### src/design/lrce_pkg.sv
package lrce_pkg;

  localparam int unsigned FRAC_W   = 17;
  localparam int unsigned RAD_W    = 20;
  localparam int unsigned COL_W    = 16;
  localparam int unsigned DIV_LAT  = FRAC_W;
  localparam int unsigned LERP_LAT = 2;
  localparam int unsigned PIPE_LAT = 1 + DIV_LAT + 2 * LERP_LAT;

  localparam logic [FRAC_W-1:0] ONE_Q16 = 17'h10000;

  localparam int unsigned FLAG_EXPAND = 0;
  localparam int unsigned FLAG_FLASH  = 1;
  localparam int unsigned FLAG_SHRINK = 2;

  typedef struct packed {
    logic [16:0] remaining_time;
    logic [15:0] fade_time;
    logic [15:0] peak_time;
    logic [2:0]  mode_flags;
    logic [19:0] target_radius;
    logic [19:0] start_radius;
    logic [15:0] target_red;
    logic [15:0] target_green;
    logic [15:0] target_blue;
    logic [15:0] start_red;
    logic [15:0] start_green;
    logic [15:0] start_blue;
  } in_item_t;

  typedef struct packed {
    logic [19:0] cur_radius;
    logic [15:0] cur_red;
    logic [15:0] cur_green;
    logic [15:0] cur_blue;
  } out_item_t;

endpackage

### src/design/lrce_lerp.sv
module lrce_lerp
  import lrce_pkg::*;
(
  input  logic              clk_i,
  input  logic [RAD_W-1:0]  a_i,
  input  logic [RAD_W-1:0]  b_i,
  input  logic [FRAC_W-1:0] f_i,
  output logic [RAD_W-1:0]  y_o
);

  localparam int unsigned PW = RAD_W + FRAC_W;

  logic [PW-1:0]  pa_q, pb_q;
  logic [PW:0]    sum;
  logic [RAD_W-1:0] y_q;

  // Multiply both weights
  always_ff @(posedge clk_i) begin
    pa_q <= a_i * (ONE_Q16 - f_i);
    pb_q <= b_i * f_i;
  end

  // Add and drop the fraction bits
  assign sum = {1'b0, pa_q} + {1'b0, pb_q};

  always_ff @(posedge clk_i) begin
    y_q <= sum[RAD_W+15:16];
  end

  assign y_o = y_q;

endmodule

### config.mk
export PLATFORM = sky130hd
export DESIGN_NAME = lrce_lerp
export DESIGN_NICKNAME = d
export VERILOG_FILES = /design/src/design/lrce_pkg.sv /design/src/design/lrce_lerp.sv
export SDC_FILE = /design/constraint.sdc
export NUM_CORES = 2
export LEC_CHECK = 0
export BUFFER_PORTS_ARGS = -buffer_cell sky130_fd_sc_hd__buf_2
export CELL_PAD_IN_SITES_DETAIL_PLACEMENT = 1
export CELL_PAD_IN_SITES_GLOBAL_PLACEMENT = 2
export CORE_MARGIN = 2
export CORE_UTILIZATION = 45
export DETAILED_ROUTE_END_ITERATION = 10
export PLACE_DENSITY = 0.86
export SLEW_MARGIN = 30
export SYNTH_ARGS = -nofsm -noshare
export SYNTH_HDL_FRONTEND = slang
export SYNTH_SLANG_ARGS = --single-unit
### constraint.sdc
create_clock -name clk_i -period 21.2 [get_ports clk_i]
set_input_delay 1.06 -clock clk_i [delete_from_list [all_inputs] [get_ports clk_i]]
set_output_delay 1.06 -clock clk_i [all_outputs]
set_load 0.1 [all_outputs]
==> results summary <==
The run finished with clean final reports. The count of state elements after synthesis came out at 92. The average instance in the mapped netlist occupies 8.747 um^2. From synthesis to final layout, the design area changed by 4.914%. The largest total area in the synthesized netlist belongs to fa_1. The core footprint is 56500 um^2. The number of enable flip-flop cells after synthesis came out at 0. The die area came out at roughly 60000 um^2. In this run the most critical hold path is launched from pa_q[35]$_DFF_P_. The die outline width is 243.3 um. The core utilization of the finished layout is 0.4785.

The root buffer selected by CTS is clkbuf_16. Between clock sinks in the finished design, the worst skew comes to ~0.0088 ns. The worst setup path is captured at a register. The number of cells traversed by the worst hold path came out at 2. Buffers added to address setup during post-CTS repair amount to 0.

In the final routed layout, each cell accounts on average for roughly 19 um. The max-slew violation count is 0. The number of nets handed over by synthesis was 3821. The via count of the first global-routing pass is roughly 23000.

The data arrival time at the worst-slack endpoint came out at about 9 ns. The main flop type after synthesis is dfxtp_1. The final count of hold timing violations came out at 0. The number of clock sinks seen by CTS is 92. At the end of routability-driven placement, the weighted congestion stood at 0.8346. Of the available clock period, the critical path in the final layout requires 0.4122. The total vias in the final route came out at between 15000 and 20000. Summing all non-filler instances in the final layout gives an area of 27030 um^2. The class of the most critical hold timing path is register to register. The worst-margin pin slew came out at 0.8846 ns. The number of rows in the core area came out at 87. The post-cts repair resize count is 0. The worst slew margin relative to its limit is 0.4103.

The worst-case clock buffer depth is 2. Setup repair after global routing left no endpoint under its margin. The first TritonRoute pass finished after 5 iterations.

The achievable frequency came out at 114.4 MHz. Max-cap violations in this run came to 0. The number of antenna violations at the first check in global routing is 8. The area share of the largest cell type after synthesis is 0.4319. Sorting the synthesized cells by area gives the leading types as fa_1 (43%), ha_1 (13%), inv_1 (9.8%).

The top cell types in the final layout, fill and taps aside, are inv_1 (675), fa_1 (556), nand2_1 (518). Port buffering added 77 buffers. The required arrival time at the worst endpoint came out at 21.49 ns. The sequential share of the synthesized area is 0.07147. The effective utilization at floorplan came out at 0.4561. For this run, the post-layout net count is 3782. The largest fanout of any net on the critical path came out at 42.

After detailed placement, the design holds a cell count of 3652. The source-to-sink clock delay at the later pin of the worst-skew pair came out at between 0.3 and 0.4 ns. The register-to-register path setup slack came out at about 18 ns. After the flow finishes, the layout carries non-filler instances totaling 3672. The worst path needs 8.740 ns of the cycle, external delays included.

The setup TNS came out at 0 ns. The remaining antenna violation count is 0. Of the cells placed in the final design, the portion with a size suffix greater than 1 is 0.04430. In this run the critical register-to-register path is launched from pa_q[14]$_DFF_P_.

The count of synthesis-stage warnings from yosys came out at 0. The kind of critical path is input port to register. In the routed layout, each cell is associated on average with a via count of 5.241. The residual overflow from global routing came out at 0. The logic depth of the worst register-to-register path came out at 10. The final wirelength is 69.13 mm. The number of levels the H-tree was split into is 3.

In the global route stage, overall resource usage came out at 0.2467. The clock-pin slew reported for the worst setup and hold paths after clock tree synthesis came out at around 0.070 ns. The end of the worst register-to-register path is y_o[14]$_DFF_P_. The delay contributed by the slowest stage of the critical path is 0.53 ns. The distinct cell type count after synthesis is 59. The pin count of the biggest net entering global routing came out at 43. The cts-stage hold buffer count is 0. The remaining design rule violation count came out at 0.

TritonCTS built the clock tree. The number of violations reported at the end of detailed-routing iteration 0 is 855. The die outline height came out at 243.3 um. Leaving out fill and tap cells, the most frequent cell in the layout is inv_1.

The instance area at placement came out at around 27000 um^2. The count of boundary I/O pins came out at 78. The largest individual stage delay along the critical path comes from the cell fa_1. The fraction of registers with async set or reset after synthesis is 0.

The first-pass GRT wire length is 116.5 mm. The path with the worst hold slack has its endpoint at y_o[19]$_DFF_P_. The post-synthesis cell area is 25770 um^2.

The worst setup path is launched from an input port. The number of buffers inserted during clock tree synthesis came out at 9. The number of instances in the synthesized netlist came out at ~3000. Setup violations remaining at the end of the flow were counted as 0. The post-DP HPWL is about 57 mm.
-- layer usage --
metal / share of wire / track usage / routed length (um) / up-vias
met5: 0 / 0 / 0 / -
met3: 0.031 / 0.02005 / 2127 / 98
li1: - / - / - / 8629
met4: 0.025 / 0.06351 / 1751 / 0
met1: 0.43 / 0.3190 / 29690 / 10190
met2: 0.51 / 0.4451 / 35560 / 329
-- stage by stage --
stage	worst slack [ns]	hold WS, ns
after global placement	12.28	0.5744
after detailed placement	12.12	0.5678
after floorplan	13.21	0.5260
after global routing	12.00	0.6257
final	12.46	0.6081
after CTS	12.45	0.6082
-- state kept, by name, summed over array words and instances (netlist names) --
signal / flops
pa_q: 36
pb_q: 36
y_o: 20
-- critical path, delay by kind of cell --
family	cells	cell delay, ns
compound gates	6	1.25
xor+xnor	2	0.27
fa+ha+maj	8	3.53
buf+inv	9	1.03
simple gates	7	1.88
-- area by class of cell --
type                            count  area [um^2]
Fill cell                        6696        29460
Timing Repair Buffer               96        528.0
Tap cell                          756        945.9
Multi-Input combinational cell   2033        20890
Clock inverter                      6        46.29
Sequential cell                    92         1842
Antenna cell                        4        10.01
Inverter                          675         2534
Clock buffer                       10        239.0
-- synthesized netlist by cell type (all sizes together), types with 3 or more instances --
cell and number:
inv 675, fa 556, nand2 518, ha 261, and2 208, clkbuf 143, dfxtp 92, nor2 68
xnor2 66, a21oi 56, o21ai 54, a21o 33, xor2 29, nor3 16, nand3 15, nor2b 13
a211oi 11, nand2b 11, nand4 10, a31oi 8, o211ai 7, o21a 7, o21bai 7, or2 7
o31ai 6, or3 6, nand3b 5, nor4 5, a2111oi 4, a21boi 4, and3 4, and4 4
o2111ai 4, a211o 3, buf 3, mux2i 3
-- worst max-delay path by stage --
stage            from                to  cells after the start
2_1_floorplan  f_i[0]  pa_q[35]$_DFF_P_                     31
3_3_place_gp   f_i[0]  pa_q[35]$_DFF_P_                     32
3_5_place_dp   f_i[0]  pa_q[35]$_DFF_P_                     32
4_1_cts        f_i[0]  pa_q[35]$_DFF_P_                     32
5_1_grt        f_i[0]  pa_q[35]$_DFF_P_                     32
6_report       f_i[0]  pa_q[35]$_DFF_P_                     32
-- cells by family after synthesis --
| kind of cell | share of synthesized area |
|---|---|
| simple gates | 0.1600 |
| buf+inv | 0.1196 |
| fa+ha+maj | 0.5587 |
| compound gates | 0.05633 |
| xor+xnor | 0.03229 |
| flops | 0.07147 |
| mux | 0.001602 |
Power is not shown: default switching activity piles up to over one toggle a cycle in this logic, so the estimate is an artifact.
