## config.mk

```make
export PLATFORM = sky130hd
export DESIGN_NAME = lrce_div
export DESIGN_NICKNAME = d
export VERILOG_FILES = /design/src/design/lrce_pkg.sv /design/src/design/lrce_div.sv
export SDC_FILE = /design/constraint.sdc
export NUM_CORES = 1
export LEC_CHECK = 0
export BUFFER_PORTS_ARGS = -buffer_cell sky130_fd_sc_hd__buf_4
export CAP_MARGIN = 40
export CORE_MARGIN = 1
export CORE_UTILIZATION = 24
export CTS_BUF_LIST = sky130_fd_sc_hd__clkbuf_2 sky130_fd_sc_hd__clkbuf_4 sky130_fd_sc_hd__clkbuf_8
export CTS_CLUSTER_DIAMETER = 100
export DETAILED_ROUTE_END_ITERATION = 7
export SETUP_SLACK_MARGIN = 0.05
export SLEW_MARGIN = 20
export SYNTH_ARGS = -nofsm -noshare
export SYNTH_HDL_FRONTEND = slang
export SYNTH_SLANG_ARGS = --single-unit
```

## constraint.sdc

```tcl
create_clock -name clk_i -period 5.35 [get_ports clk_i]
set_input_delay 0.8025 -clock clk_i [delete_from_list [all_inputs] [get_ports clk_i]]
set_output_delay 0.8025 -clock clk_i [all_outputs]
set_load 0.1 [all_outputs]
```

## src/design/lrce_pkg.sv

```systemverilog
package lrce_pkg;

  localparam int unsigned FRAC_W   = 17;
  localparam int unsigned RAD_W    = 20;
  localparam int unsigned COL_W    = 16;
  localparam int unsigned DIV_LAT  = FRAC_W;
  localparam int unsigned LERP_LAT = 2;
  localparam int unsigned PIPE_LAT = 1 + DIV_LAT + 2 * LERP_LAT;

  localparam logic [FRAC_W-1:0] ONE_Q16 = 17'h10000;

  localparam int unsigned FLAG_EXPAND = 0;
  localparam int unsigned FLAG_FLASH  = 1;
  localparam int unsigned FLAG_SHRINK = 2;

  typedef struct packed {
    logic [16:0] remaining_time;
    logic [15:0] fade_time;
    logic [15:0] peak_time;
    logic [2:0]  mode_flags;
    logic [19:0] target_radius;
    logic [19:0] start_radius;
    logic [15:0] target_red;
    logic [15:0] target_green;
    logic [15:0] target_blue;
    logic [15:0] start_red;
    logic [15:0] start_green;
    logic [15:0] start_blue;
  } in_item_t;

  typedef struct packed {
    logic [19:0] cur_radius;
    logic [15:0] cur_red;
    logic [15:0] cur_green;
    logic [15:0] cur_blue;
  } out_item_t;

endpackage

```

## src/design/lrce_div.sv

```systemverilog
module lrce_div
  import lrce_pkg::*;
(
  input  logic              clk_i,
  input  logic [FRAC_W-1:0] num_i,
  input  logic [FRAC_W-1:0] den_i,
  output logic [FRAC_W-1:0] quo_o
);

  logic [FRAC_W:0]   rem_q [DIV_LAT];
  logic [FRAC_W-1:0] den_q [DIV_LAT];
  logic [FRAC_W-1:0] quo_q [DIV_LAT];
  logic              zero_q[DIV_LAT];

  // One quotient bit per stage, most significant first
  for (genvar s = 0; s < DIV_LAT; s++) begin : g_step
    logic [FRAC_W:0]   rem_in, rem_sh, rem_d;
    logic [FRAC_W-1:0] den_in, quo_in;
    logic              zero_in, bit_d;

    if (s == 0) begin : g_first
      assign rem_in  = {1'b0, num_i};
      assign rem_sh  = rem_in;
      assign den_in  = den_i;
      assign quo_in  = '0;
      assign zero_in = (den_i == '0);
    end else begin : g_next
      assign rem_in  = rem_q[s-1];
      assign rem_sh  = {rem_in[FRAC_W-1:0], 1'b0};
      assign den_in  = den_q[s-1];
      assign quo_in  = quo_q[s-1];
      assign zero_in = zero_q[s-1];
    end

    assign bit_d = (rem_sh >= {1'b0, den_in});
    assign rem_d = bit_d ? (rem_sh - {1'b0, den_in}) : rem_sh;

    always_ff @(posedge clk_i) begin
      rem_q[s]  <= rem_d;
      den_q[s]  <= den_in;
      quo_q[s]  <= {quo_in[FRAC_W-2:0], bit_d};
      zero_q[s] <= zero_in;
    end
  end

  // A zero divisor reads as one
  assign quo_o = zero_q[DIV_LAT-1] ? ONE_Q16 : quo_q[DIV_LAT-1];

endmodule

```

==> metrics.csv, run 1 <==
stage,metric,value,unit
outcome,status,completed,
worst_setup_path,path_cells,inv_1 > fa_1 > nor2b_1 > o21ai_0 > a21boi_0 > nor3_1 > o31ai_1 > a21oi_1 > o21ai_2 > buf_4 > nor2_1 > a21oi_1,
timing,finalCritPeriodShare,66.00,%
die,die_h,361.0,µm
hold_path,min-delay-start,den_i[2],
hold_path,hold_depth,1,
logic_synthesis,async_reset_ff_share,0,%
final_layout,stdcell_count,5001,
logic_synthesis,yosysSeqAreaShare,46.22,%
pwr,power_density,655.5,nW/µm²
timing,fin_tns_setup,0,ps
logic_synthesis,netlist_area,30920,µm²
die,start_util,24.22,%
die,die_width,361.0,µm
worst_setup_path,crit_buf_inv,2,
placement,gp_congestion,0.8789,
worst_setup_path,critical_path_class,flop to flop,
clock_network,clock_sinks,714,
placement,place_ws,1356,ps
clock_network,clock_latency,770,ps
clock_network,cts_tree,yes,
placement,place_area,33350,µm²
clock_network,clk_pin_slew_worst_paths,70,ps
global_route,antenna_found_initial,2,
final_layout,seq_area,14290,µm²
clock_network,cts_resized,0,
route,drt.antenna.violating_nets,0,
timing,maxSlewViolCount,0,
logic_synthesis,ys_ff_latch,714,
timing,fmax,283.2,MHz
timing,worst_pin_slew,1038,ps
die,die-area,130300,µm²
hold_path,hold_class,input port to flop,
timing,hold_viol,0,
pwr,p_total,23.39,mW
route,drc,0,
clock_network,cts_hold_buf,0,
placement,dp_cells,4807,
timing,fin_ws,1819,ps
route,routedWlPerCell,11.70,µm
final_layout,layout_common_cells,"dfxtp_1, inv_1, ha_1, nor2_1, a21oi_1",
timing,clock_skew,41.82,ps
clock_network,htreeDepth,3,
worst_setup_path,critPathMaxFanout,20,
worst_setup_path,r2r-start,rem_q[0][216],
timing,setup_viol,0,
logic_synthesis,synth.top_cell.area_share,46.22,%
logic_synthesis,synth_edf_count,0,
worst_setup_path,start_kind,flop,
final_layout,fin_area,35680,µm²
worst_setup_path,ff2ff_path_depth,12,
final_layout,nets,3596,
die,coreArea,127700,µm²
hold_path,hold_path_end,den_q[0][2],
worst_setup_path,critPathMaxStageDelay,690,ps
route,vias,21114,
worst_setup_path,crit_family,compound AO/OA/AOI/OAI gates,
run,cap_viol_max_count,0,
clock_network,cts.path.max_buffers,3,
logic_synthesis,ys_top_cells_by_area,"dfxtp_1, ha_1, mux2_2, inv_1, xnor2_1",
logic_synthesis,yosysWarnings,0,
global_route,track_usage,8.847,%
global_route,grt_pass1_wl,96.93,mm
pwr,leakagePower,16.12,nW
worst_setup_path,worstPathArrival,4190,ps
logic_synthesis,synth.distinct_cells,82,
final_layout,final_common_cell,dfxtp_1,
worst_setup_path,end_kind,flop,
final_layout,multi_input_area,15080,µm²
global_route,gr-total-overflow,0,
route,via_per_inst,4.222,
die,ios,52,
final_layout,fillers,13355,
global_route,grt_pass1_vias,21100,
worst_setup_path,cp-startpoint,rem_q[0][216],
logic_synthesis,yosysTopAreaCell,dfxtp_1,
worst_setup_path,timing.rr.end,rem_q[0][235],
route,drt-total-wl,58.49,mm
clock_network,cts-root-buf,clkbuf_8,
worst_setup_path,path_common_cell,a21oi_1,
logic_synthesis,synth_fp_nets,3460,
placement,numPortBuffers,51,
worst_setup_path,slowest_stage,o21ai_2,
logic_synthesis,syn_inst,3121,
timing,slew-limit-headroom,30.80,%
route,drt-initial-drc-count,790,
worst_setup_path,reg2reg_slack,1820,ps
global_route,grt_start_max_net_pins,24,
timing,rsz0062_at_grt,false,
die,rows,131,
clock_network,cts_setup_buffers,0,
logic_synthesis,ys.flop_type,dfxtp_1,
route,first_pass_iters,7,
timing,min_period,3531,ps
clock_network,numCtsBuffers,110,
placement,hpwlAfterDp,44.62,mm
final_layout,synthToLayoutAreaGrowth,15.38,%
pwr,irDropWorstVdd,205.9,µV
worst_setup_path,required,6010,ps
logic_synthesis,synth_area_per_cell,9.908,µm²
final_layout,drive_above_1_share,13.01,%
## where the power goes
group / total [mW] / internal, mW / switching [mW]
clock: 4.71 / 2.65 / 2.06
combinational: 10.8 / 5.11 / 5.69
sequential: 7.88 / 7.10 / 0.784
total: 23.4 / 14.9 / 8.54
## registers in the layout (all words and copies together), names as in the netlist
register / cells
den_q: 272
rem_q: 272
quo_q: 153
zero_q: 17
## worst register-to-register path, cell delays in order (launching register included)
cell,delay (ps)
dfxtp_1,350
inv_1,70
fa_1,460
nor2b_1,120
o21ai_0,100
a21boi_0,300
nor3_1,110
o31ai_1,620
a21oi_1,190
o21ai_2,690
buf_4,310
nor2_1,50
a21oi_1,110
## routing by layer
layer	track usage (%)	part of all wire [%]	up-vias
li1	-	-	10962
met3	1.922	3.6	141
met4	4.139	3.6	0
met2	16.58	51	328
met5	0	0	-
met1	9.316	42	9683
## worst max-delay path by stage
stage | slack [ps] | cells after the start | end
global placement | 1360 | 14 | rem_q[0][14]
global route | 1510 | 12 | rem_q[0][235]
CTS | 1790 | 12 | rem_q[0][235]
finish | 1820 | 12 | rem_q[0][235]
detailed placement | 1360 | 14 | rem_q[0][16]
floorplan | 1870 | 12 | rem_q[0][1]
## cells by family (layout without fill, tap and decap cells)
kind of cell,count (synthesis),after routing,synth area share [%]
other cells,0,2,0
buf+inv,404,620,5.102
simple gates,648,648,10.24
mux,165,165,6.037
fa+ha+maj,304,304,12.69
xor+xnor,210,210,5.948
compound gates,676,676,13.77
flops,714,714,46.22
## cells in the mapped netlist, types with 5 or more instances
cell and n:
nand2_1 141, nor2b_1 56, xor2_1 73, and4_1 7, mux2_2 144, nand2b_1 39, a21oi_1 189, o21a_1 36
mux2i_1 14, a21boi_0 12, o31ai_1 15, o211ai_1 9, nand3_1 47, clkbuf_1 24, fa_1 16, xnor2_1 137
inv_1 361, o311ai_0 6, o31a_1 5, nor2_1 201, nand4_1 37, a211oi_1 14, a31oi_1 31, or3_1 16
o21ai_0 181, dfxtp_1 714, buf_2 11, ha_1 288, mux2_4 7, o21bai_1 24, and3_1 17, and2_1 9
nor3_1 44, o21ai_1 8, o41ai_1 10, nor4_1 8, a21o_1 87
## cell type report
class | count | share of cell area, %
flip-flops and latches | 714 | 40.06
well taps | 1662 | 5.828
clock inverters | 15 | 0.4313
multi-input cells | 2003 | 42.27
repair buffers | 67 | 1.525
clock buffers | 177 | 6.074
diodes | 2 | 0.01403
inverters | 361 | 3.798
## through the flow
| stage | hold slack [ps] | utilization, % |
|---|---|---|
| after floorplan | 309.6 | - |
| after CTS | 65.97 | 27.94 |
| after detailed placement | 312.1 | 26.12 |
| after global routing | 84.22 | 27.94 |
| final | 155.0 | 27.94 |
| after global placement | 310.2 | 26.04 |
No activity file was read; power rests on OpenSTA's default activity.
==> run 2, diff against run 1 <==
- clock period: 5.35 -> 3 ns (I/O delays scaled with it)
==> run 2 against run 1 <==
  * Sequential share of layout area is 1.2 points lower
  * Global-route usage up 0.20 points
  * Die area is the same
  * Worst setup slack got worse by 1700 ps
  * Count of clock-buffer cells in the layout is 5 lower
  * Critical path depth rose by 1
  * Cell count up 1.9%
  * Clock skew decreased by 8.0 ps
  * Critical path type is now input port to flop
  * Critical endpoint is now rem_q[0][1]
  * Largest power group unchanged
  * Highest routed layer unchanged
==> metrics.csv, run 2 (synthesis gave the netlist of run 1 again) <==
stage,metric,value,unit,change
worst_setup_path,crit_family,compound AO/OA/AOI/OAI gates,,
final_layout,stdcell_count,5098,,+1.9%
route,first_pass_iters,5,,-2
route,vias,21371,,+1.2%
route,drt.antenna.violating_nets,0,,unchanged
worst_setup_path,path_common_cell,a21oi_2,,
pwr,p_total,42.98,mW,+84%
outcome,status,completed,,
worst_setup_path,r2r-start,den_q[0][240],,
final_layout,drive_above_1_share,15.20,%,+2.2 points
pwr,power_density,1168,nW/µm²,+78%
hold_path,hold_path_end,rem_q[0][0],,
route,drt-total-wl,59.75,mm,+2.2%
hold_path,hold_depth,4,,+3
worst_setup_path,reg2reg_slack,190,ps,-1630 ps
timing,fmax,343.7,MHz,
worst_setup_path,worstPathArrival,3500,ps,-690 ps
placement,gp_congestion,0.8594,,-2.2%
hold_path,min-delay-start,num_i[0],,
placement,hpwlAfterDp,45.23,mm,+1.4%
die,coreArea,127700,µm²,unchanged
clock_network,clock_sinks,714,,unchanged
route,drc,0,,unchanged
clock_network,cts_tree,yes,,
global_route,track_usage,9.050,%,+0.20 points
timing,clock_skew,33.84,ps,-7.975 ps
final_layout,reg.largest.list,"den_q: 272 flops, rem_q: 272 flops, quo_q: 153 flops",,
global_route,antenna_found_initial,1,,-1
timing,maxSlewViolCount,0,,unchanged
worst_setup_path,critPathMaxFanout,5,,-75%
final_layout,utilization,28.83,%,+0.89 points
placement,dp_cells,4863,,+1.2%
final_layout,final_common_cell,dfxtp_1,,
timing,hold_viol,0,,unchanged
placement,numPortBuffers,51,,unchanged
worst_setup_path,cp-startpoint,den_i[0],,
worst_setup_path,critical_path_class,input port to flop,,
placement,place_ws,-207.2,ps,-1563 ps
worst_setup_path,crit_buf_inv,3,,+1
global_route,gr-total-overflow,0,,unchanged
timing,fin_ws,90.23,ps,-1729 ps
route,routedWlPerCell,11.72,µm,+0.21%
die,die_h,361.0,µm,unchanged
route,drt-initial-drc-count,969,,+23%
worst_setup_path,end_kind,flop,,
clock_network,clock_latency,700,ps,-70 ps
clock_network,cts.path.max_buffers,3,,unchanged
die,ios,52,,unchanged
worst_setup_path,start_kind,input port,,
final_layout,synthToLayoutAreaGrowth,19.05,%,
worst_setup_path,critPathMaxStageDelay,520,ps,-170 ps
worst_setup_path,timing.rr.end,rem_q[0][273],,
pwr,leakagePower,16.66,nW,+3.3%
run,cap_viol_max_count,0,,unchanged
clock_network,clk_pin_slew_worst_paths,60,ps,about the same
timing,min_period,2910,ps,
timing,finalCritPeriodShare,96.99,%,
final_layout,layout_common_cells,"dfxtp_1, inv_1, ha_1, nor2_1, a21oi_1",,
die,die_width,361.0,µm,unchanged
clock_network,cts-root-buf,clkbuf_8,,
hold_path,hold_class,input port to flop,,
timing,setup_viol,0,,unchanged
die,start_util,24.22,%,unchanged
global_route,grt_pass1_wl,100.0,mm,+3.2%
global_route,grt_start_max_net_pins,35,,+46%
timing,worst_pin_slew,593.6,ps,-444.4 ps
worst_setup_path,slowest_stage,dlygate4sd3_1,,
worst_setup_path,required,3590,ps,-2420 ps
final_layout,fillers,13178,,-1.3%
pwr,irDropWorstVdd,423.8,µV,+110%
global_route,grt_pass1_vias,21730,,+3.0%
worst_setup_path,ff2ff_path_depth,12,,unchanged
timing,rsz0062_at_grt,false,,
worst_setup_path,path_cells,dlygate4sd3_1 > buf_4 > ha_1 > inv_1 > fa_1 > a21o_1 > a21oi_2 > o21bai_1 > a21oi_2 > o221ai_2 > a2111o_1 > a31oi_4 > mux2_2,,
final_layout,nets,3693,,+2.7%
timing,fin_tns_setup,0,ps,unchanged
clock_network,htreeDepth,3,,unchanged
timing,slew-limit-headroom,59.40,%,+29 points
die,rows,131,,unchanged
route,via_per_inst,4.192,,-0.71%
clock_network,numCtsBuffers,108,,-1.8%
die,die-area,130300,µm²,unchanged
==> run 2: cell count changes in the layout (fill, tap and decap cells not counted), moves of 7 or more <==
| cell | before | now |
|---|---|---|
| dlygate4sd3_1 | 0 | 34 |
| buf_12 | 0 | 14 |
| buf_4 | 59 | 115 |
| clkbuf_4 | 43 | 36 |
| o21ai_0 | 178 | 171 |
==> run 2: power breakdown <==
group	switching (mW)	internal, mW
combinational	10.5	10.0
clock	3.62	4.77
sequential	1.40	12.7
==> run 2: layout make-up <==
| class | count | area (µm²) | area share [%] |
|---|---|---|---|
| clock inverter | 19 | 188.9 | 0.5132 |
| multi-input combinational | 2003 | 15220 | 41.34 |
| inverter | 361 | 1355 | 3.681 |
| clock buffer | 172 | 2142 | 5.819 |
| tap | 1662 | 2079 | 5.649 |
| timing repair buffer | 166 | 1531 | 4.160 |
| antenna | 1 | 2.502 | 0.006798 |
| sequential | 714 | 14290 | 38.83 |
==> run 2: repair_timing <==
action | in CTS | in global routing
pin swaps | 1 | 8
endpoints found under the setup margin | 45 | 140
resized for setup | 5 | 28
setup buffers | 1 | 7
hold buffers | 34 | 0
endpoints found under the hold margin | 35 | 0
cloned | 0 | 1
==> run 2: through the flow <==
step | hold slack (ps) | cell area, µm²
global placement | 310.3 | 33910
finish | 195.4 | 36810
global route | 196.1 | 36810
CTS | 122.4 | 36630
detailed placement | 312.1 | 33930
floorplan | 309.6 | 30940
==> run 2: worst reg2reg max path, delay by kind of cell (launching register included) <==
kind / cells / cell delay, ps
adders and majority gates: 1 / 270
and+or+nand+nor: 2 / 330
DFF: 1 / 320
muxes: 1 / 350
AOI/OAI and AO/OA: 6 / 1190
buffers and inverters: 2 / 240
==> run 2: metal layers <==
layer	track usage, %	up-vias	routed length (µm)
met5	0	-	0
met4	3.905	0	2135
met3	1.783	157	1848
met2	17.19	300	30860
met1	9.582	9765	24910
li1	-	11149	-
==> run 2: worst max-delay path by stage <==
stage / endpoint / slack [ps] / depth (start not counted)
after detailed placement: rem_q[0][11] / -210 / 14
after CTS: rem_q[0][175] / 50 / 12
after floorplan: rem_q[0][1] / 50 / 12
after global routing: rem_q[0][250] / 40 / 12
after global placement: rem_q[0][95] / -180 / 11
final: rem_q[0][1] / 90 / 13
